==> src/hdl/smeu_pkg.sv <==
// Shared types, constants and codes for the stack machine execute unit.
package smeu_pkg;

    localparam int DATA_DEPTH   = 64;
    localparam int RETURN_DEPTH = 16;
    localparam int REG_COUNT    = 6;

    localparam int DAW = $clog2(DATA_DEPTH);
    localparam int DCW = $clog2(DATA_DEPTH + 1);
    localparam int RAW = (RETURN_DEPTH > 1) ? $clog2(RETURN_DEPTH) : 1;
    localparam int RCW = $clog2(RETURN_DEPTH + 1);
    localparam int RIW = (REG_COUNT > 1) ? $clog2(REG_COUNT) : 1;

    typedef enum logic [4:0] {
        OP_PUSH    = 5'd0,
        OP_OUT     = 5'd1,
        OP_PUSHREG = 5'd2,
        OP_POPREG  = 5'd3,
        OP_ADD     = 5'd4,
        OP_SUB     = 5'd5,
        OP_MUL     = 5'd6,
        OP_DIV     = 5'd7,
        OP_POW     = 5'd8,
        OP_SQRT    = 5'd9,
        OP_JB      = 5'd10,
        OP_JBE     = 5'd11,
        OP_JA      = 5'd12,
        OP_JAE     = 5'd13,
        OP_JE      = 5'd14,
        OP_JNE     = 5'd15,
        OP_JMP     = 5'd16,
        OP_CALL    = 5'd17,
        OP_RET     = 5'd18
    } opcode_t;

    typedef enum logic [2:0] {
        ST_OK      = 3'd0,
        ST_FEW     = 3'd1,
        ST_DIV0    = 3'd2,
        ST_ZPZ     = 3'd3,
        ST_SQRTNEG = 3'd4,
        ST_BADCMD  = 3'd5
    } status_t;

    typedef enum logic [1:0] {
        S_IDLE,
        S_READ,
        S_EXEC,
        S_ITER
    } state_t;

    typedef enum logic [1:0] {
        IT_DIV,
        IT_POW,
        IT_SQRT
    } it_op_t;

    typedef struct packed {
        logic [4:0]         opcode;
        logic signed [31:0] operand_value;
        logic [2:0]         reg_index;
        logic [15:0]        jump_target;
        logic [15:0]        instr_addr;
    } in_item_t;

    typedef struct packed {
        logic [2:0]         status;
        logic               out_valid;
        logic signed [31:0] out_value;
        logic [15:0]        next_addr;
    } out_item_t;

    typedef struct packed {
        logic latch;
        logic rd;
        logic it_start;
        logic commit;
    } ctrl_cmd_t;

    typedef struct packed {
        logic iter_req;
        logic it_done;
        logic out_free;
    } dp_stat_t;

endpackage

==> src/hdl/smeu_ctrl.sv <==
// Controller state machine sequencing accept, operand read, execute and iterate.
module smeu_ctrl (
    input  logic                aclk,
    input  logic                aresetn,
    input  logic                s_valid,
    output logic                s_ready,
    input  smeu_pkg::dp_stat_t  stat,
    output smeu_pkg::ctrl_cmd_t cmd
);
    import smeu_pkg::*;

    state_t state_reg, state_next;

    always_ff @(posedge aclk) begin
        if (!aresetn) state_reg <= S_IDLE;
        else state_reg <= state_next;
    end

    always_comb begin
        state_next = state_reg;
        cmd        = '0;
        s_ready    = 1'b0;
        unique case (state_reg)
            S_IDLE: begin
                s_ready = 1'b1;
                if (s_valid) begin
                    cmd.latch  = 1'b1;
                    state_next = S_READ;
                end
            end
            S_READ: begin
                cmd.rd     = 1'b1;
                state_next = S_EXEC;
            end
            S_EXEC: begin
                if (stat.iter_req) begin
                    cmd.it_start = 1'b1;
                    state_next   = S_ITER;
                end else if (stat.out_free) begin
                    cmd.commit = 1'b1;
                    state_next = S_IDLE;
                end
            end
            S_ITER: begin
                // hold until the unit is done and the result register is free
                if (stat.it_done && stat.out_free) begin
                    cmd.commit = 1'b1;
                    state_next = S_IDLE;
                end
            end
            default: state_next = S_IDLE;
        endcase
    end

endmodule

==> config.mk <==
export PLATFORM = sky130hd
export DESIGN_NAME = smeu_ctrl
export DESIGN_NICKNAME = d
export VERILOG_FILES = /design/src/hdl/smeu_pkg.sv /design/src/hdl/smeu_ctrl.sv
export SDC_FILE = /design/constraint.sdc
export NUM_CORES = 1
export LEC_CHECK = 0
export BUFFER_PORTS_ARGS = -buffer_cell sky130_fd_sc_hd__buf_2
export CAP_MARGIN = 20
export CORE_AREA = 2 2 39 41
export CTS_BUF_LIST = sky130_fd_sc_hd__clkbuf_16
export DETAILED_ROUTE_END_ITERATION = 16
export DIE_AREA = 0 0 41 43
export GPL_TIMING_DRIVEN = 0
export HOLD_SLACK_MARGIN = 0.12
export PLACE_DENSITY = 0.35
export SYNTH_ARGS = -nofsm -noshare
export SYNTH_HDL_FRONTEND = slang
export SYNTH_SLANG_ARGS = --single-unit
==> constraint.sdc <==
create_clock -name aclk -period 0.9 [get_ports aclk]
set_input_delay 0.09 -clock aclk [delete_from_list [all_inputs] [get_ports aclk]]
set_output_delay 0.09 -clock aclk [all_outputs]
set_load 0.1 [all_outputs]
* Yosys cells after proc, flatten, opt, wreduce, memory -nomap -nowiden
Index checks and enable logic that the tools add are counted.
Storage, ports and cells: register bits 2, output and inout bits 5
Cells by class: reductions and logical operators 3, equality and inequality tests 6, mux-type cells 15
Operator list (count):
- $mux W1 | 9
- $mux W2 | 4
- $pmux W2 S4 | 1
- $eq A2 B2 Y1 const B | 2
- $ne A2 B2 Y1 const B | 2
- $ne A3 B3 Y1 const B | 1
- $reduce_and A3 Y1 | 1
- $eq A2 B1 Y1 const B | 1
- $logic_not A2 Y1 | 1
- $pmux W1 S2 | 1
- $logic_and A1 B1 Y1 | 1

* Longest topological paths before layout
depth in word-level cells 3, mapped depth 3, depth with buffers taken out 3

* Worst setup path after synthesis
Ideal clock, no wire load.
kind reg-to-output, start reg state_reg[0], end out cmd[3] (netlist name), required time 0.810 ns, data arrival time 2.546 ns, stages on the path, launching flop included 3, slack -1.736 ns, cells stage by stage dfxtp_1 nor2_1 and2_1
RTL lines:
- start: declaration | RTL line smeu_ctrl.sv:12 | state_t state_reg, state_next;
- start signal: assignment | RTL line smeu_ctrl.sv:16 | else state_reg <= state_next;
- end: declaration | RTL line smeu_ctrl.sv:8 | output smeu_pkg::ctrl_cmd_t cmd

==> run_results.csv <==
group,metric,value,unit
cts,cts_buffer_depth,2,
worst_hold_path,hold_class,"in -> reg",
setup_path,timing.rr.start,"state_reg[1]",
cts,cts.sinks,2,
global_route,grt_pass1_wl,779,µm
pwr,p_int,0.817,mW
drt,vias,211,
floorplanning,die_y,43,µm
pwr,ir_drop,0.000967,V
synth,ys_warn_count,0,
setup_path,path_cells,"or2_4 > a21oi_4 > buf_12",
drt,drc_errors,0,
timing,tightestPinTransition,0.131,ns
setup_path,cp.buffers_inverters,1,
cts,clk_pin_slew,0.03,ns
drt,drt_first_pass_iters,2,
pwr,swShare,28.0,%
layout,drive_above_1_share,71.8,%
synth,synthFlopType,"dfxtp_1",
setup_path,end_kind,"output port",
synth,synthCells,20,
synth,synth.area.top_cells,"dfxtp_1, a21oi_1, nand2_1",
drt,vias_per_cell,3.84,
layout,multiInputGateArea,138,µm²
placed_design,gp_congestion,0.532,
timing,hold_viol,0,
layout,fill_cells,152,
floorplanning,initial_core_util,9.58,%
pwr,power_density,2460,nW/µm²
layout,finalNetCount,47,
layout,largest_reg_flops,2,
global_route,antenna_found_initial,0,
synth,syn_area,133,µm²
synth,synth-edff-count,0,
timing,relSlewSlack,91.2,%
worst_hold_path,hold_path_depth,4,
setup_path,rrSetupSlack,0.02,ns
synth,synthesis.nets,26,
timing,holdWs,0.255,ns
layout,area_delta_synth_final,247,%
floorplanning,io_pins,11,
status,status,"finished with violations",
timing,fmax,816,MHz
setup_path,cp_top_family,"flip-flops",
pwr,power_frac_clock,58.4,%
pwr,total_power,1.13,mW
pwr,sequentialPowerShare,9.8,%
setup_path,critPathMaxStageDelay,0.34,ns
drt,wl_per_cell,9.13,µm
cts,insertion_delay,0.22,ns
global_route,grt_overflow,0,
synth,yosysTopAreaCell,"dfxtp_1",
setup_path,worst_setup_path_start_kind,"register",
drt,wirelength,502,µm
synth,synthMostInstantiatedCell,"nand2_1",
job,maxCapViolations,0,
floorplanning,dieArea,1760,µm²
global_route,track_usage,7.12,%
global_route,grt_pass1_vias,195,
drt,antenna_left,0,
timing,layout_worst_path_cycle_share,136,%
pwr,p_comb_share,31.8,%
synth,async_flop_share,0,%
cts,cts_tree,"done",
setup_path,cp.required,0.81,ns
timing,fin_tns_setup,-1.42,ns
timing,fin_crit,1.23,ns
timing,setup_slack,-0.326,ns
setup_path,r2r_end,"state_reg[0]",
setup_path,ff2ff_path_depth,4,
timing,setup_viol,5,
synth,ys_seq_area_share,30.2,%
setup_path,cp_max_fo,6,
layout,num_antenna_cells,0,
status,violations,"negative setup slack",
timing,clock_skew,0.000211,ns
worst_hold_path,hold_end,"state_reg[1]",
floorplanning,die_x,41,µm
floorplanning,core,1380,µm²
pwr,switchingPower,0.318,mW
cts,numCtsBuffers,3,
global_route,grt_max_degree,8,
drt,drtIter0Drc,2,
setup_path,crit_arrival,1.14,ns
pwr,p_leak,0.204,nW
setup_path,worst-setup-path-type,"reg -> out",
cts,htreeDepth,1,
synth,avgSynthCellArea,6.63,µm²
cts,cts-root-buf,"clkbuf_16",
synth,yosysTopAreaCellShare,30.2,%
worst_hold_path,min_from,"stat[0]",
layout,seq_area,47.5,µm²
setup_path,crit_slowest_cell,"dfxtp_4",
floorplanning,fp-row-count,14,
timing,rsz0062_at_grt,"yes",
timing,drv_slew,0,
synth,ys_types,11,
synth,yosys-top-cells-count,"nand2_1, a21oi_1, nor2_1",
synth,yosys_register_bits,2,
placed_design,portBuffers,10,
## worst register-to-register path, delay by kind of cell (launching register included)
family	cells	cell delay (ns)
AO/OA/AOI/OAI	2	0.21
buffers and inverters	1	0.14
flip-flops	1	0.36
AND/OR/NAND/NOR	1	0.07
## power groups by stage
| stage | clock (mW) | sequential [mW] | combinational (mW) |
|---|---|---|---|
| after floorplan | 0 | 0.116 | 0.195 |
| after global placement | 0 | 0.119 | 0.229 |
| after detailed placement | 0 | 0.120 | 0.230 |
| after CTS | 0.679 | 0.113 | 0.336 |
| after global routing | 0.686 | 0.113 | 0.378 |
| final | 0.663 | 0.111 | 0.361 |
## worst max path at each step
stage	from	end	depth (start not counted)	slack, ns
floorplan	state_reg[1]	cmd[3]	2	-0.49
global placement	state_reg[0]	cmd[0]	3	-0.36
detailed placement	state_reg[0]	cmd[0]	3	-0.37
CTS	state_reg[0]	cmd[0]	3	-0.37
global route	state_reg[0]	cmd[0]	3	-0.36
finish	state_reg[0]	cmd[0]	3	-0.33
## cell type report
class                   instances  share of cell area, %
flip-flops and latches          2                   10.3
clock buffers                   3                   16.3
multi-input cells              18                   29.9
repair buffers                 16                   39.1
well taps                      16                   4.35
## per-layer routing
layer / up-vias / GRT usage (%) / wire length (µm)
met1: 96 / 8.65 / 193
met5: - / 0 / 0
met2: 11 / 9.06 / 245
met4: 0 / 6.00 / 0
li1: 104 / - / -
met3: 0 / 3.14 / 63
## placed cells by master, fill, tap and decap left out
cell type	instances
clkbuf_16	3
buf_4	3
and3_1	1
buf_6	2
buf_12	5
nor2_1	1
a21oi_4	1
nand2_4	1
nor2_4	2
a21oi_1	1
o21a_1	1
and2_4	1
or2_4	1
dlygate4sd3_1	1
o21ai_0	1
nand2b_1	2
dfxtp_4	2
nand2_1	3
and2b_4	1
buf_2	5
a21oi_2	1
## what timing repair did
item / 4_1_cts / 5_1_grt
hold buffers: 1 / 0
gates resized for setup: 26 / 2
endpoints found under the setup margin: 6 / 6
setup buffers: 3 / 2
hold endpoints to repair: 1 / 0
pin swaps: 3 / 4
## stage by stage
stage	utilization, %	setup WS, ns	cells	cell area, µm²
floorplan	-	-0.486	20	166
global placement	17.1	-0.357	46	236
detailed placement	17.1	-0.371	46	236
CTS	31.6	-0.369	53	438
global route	33.3	-0.362	55	460
finish	33.3	-0.326	55	460
## logic make-up (layout without fill, tap and decap cells)
logic type	after synthesis	in the layout	share of synthesized area [%]
buffers and inverters	0	19	0
AO/OA/AOI/OAI	5	5	20.7
AND/OR/NAND/NOR	13	13	49.1
flip-flops	2	2	30.2
No activity file was read; power rests on OpenSTA's default activity.
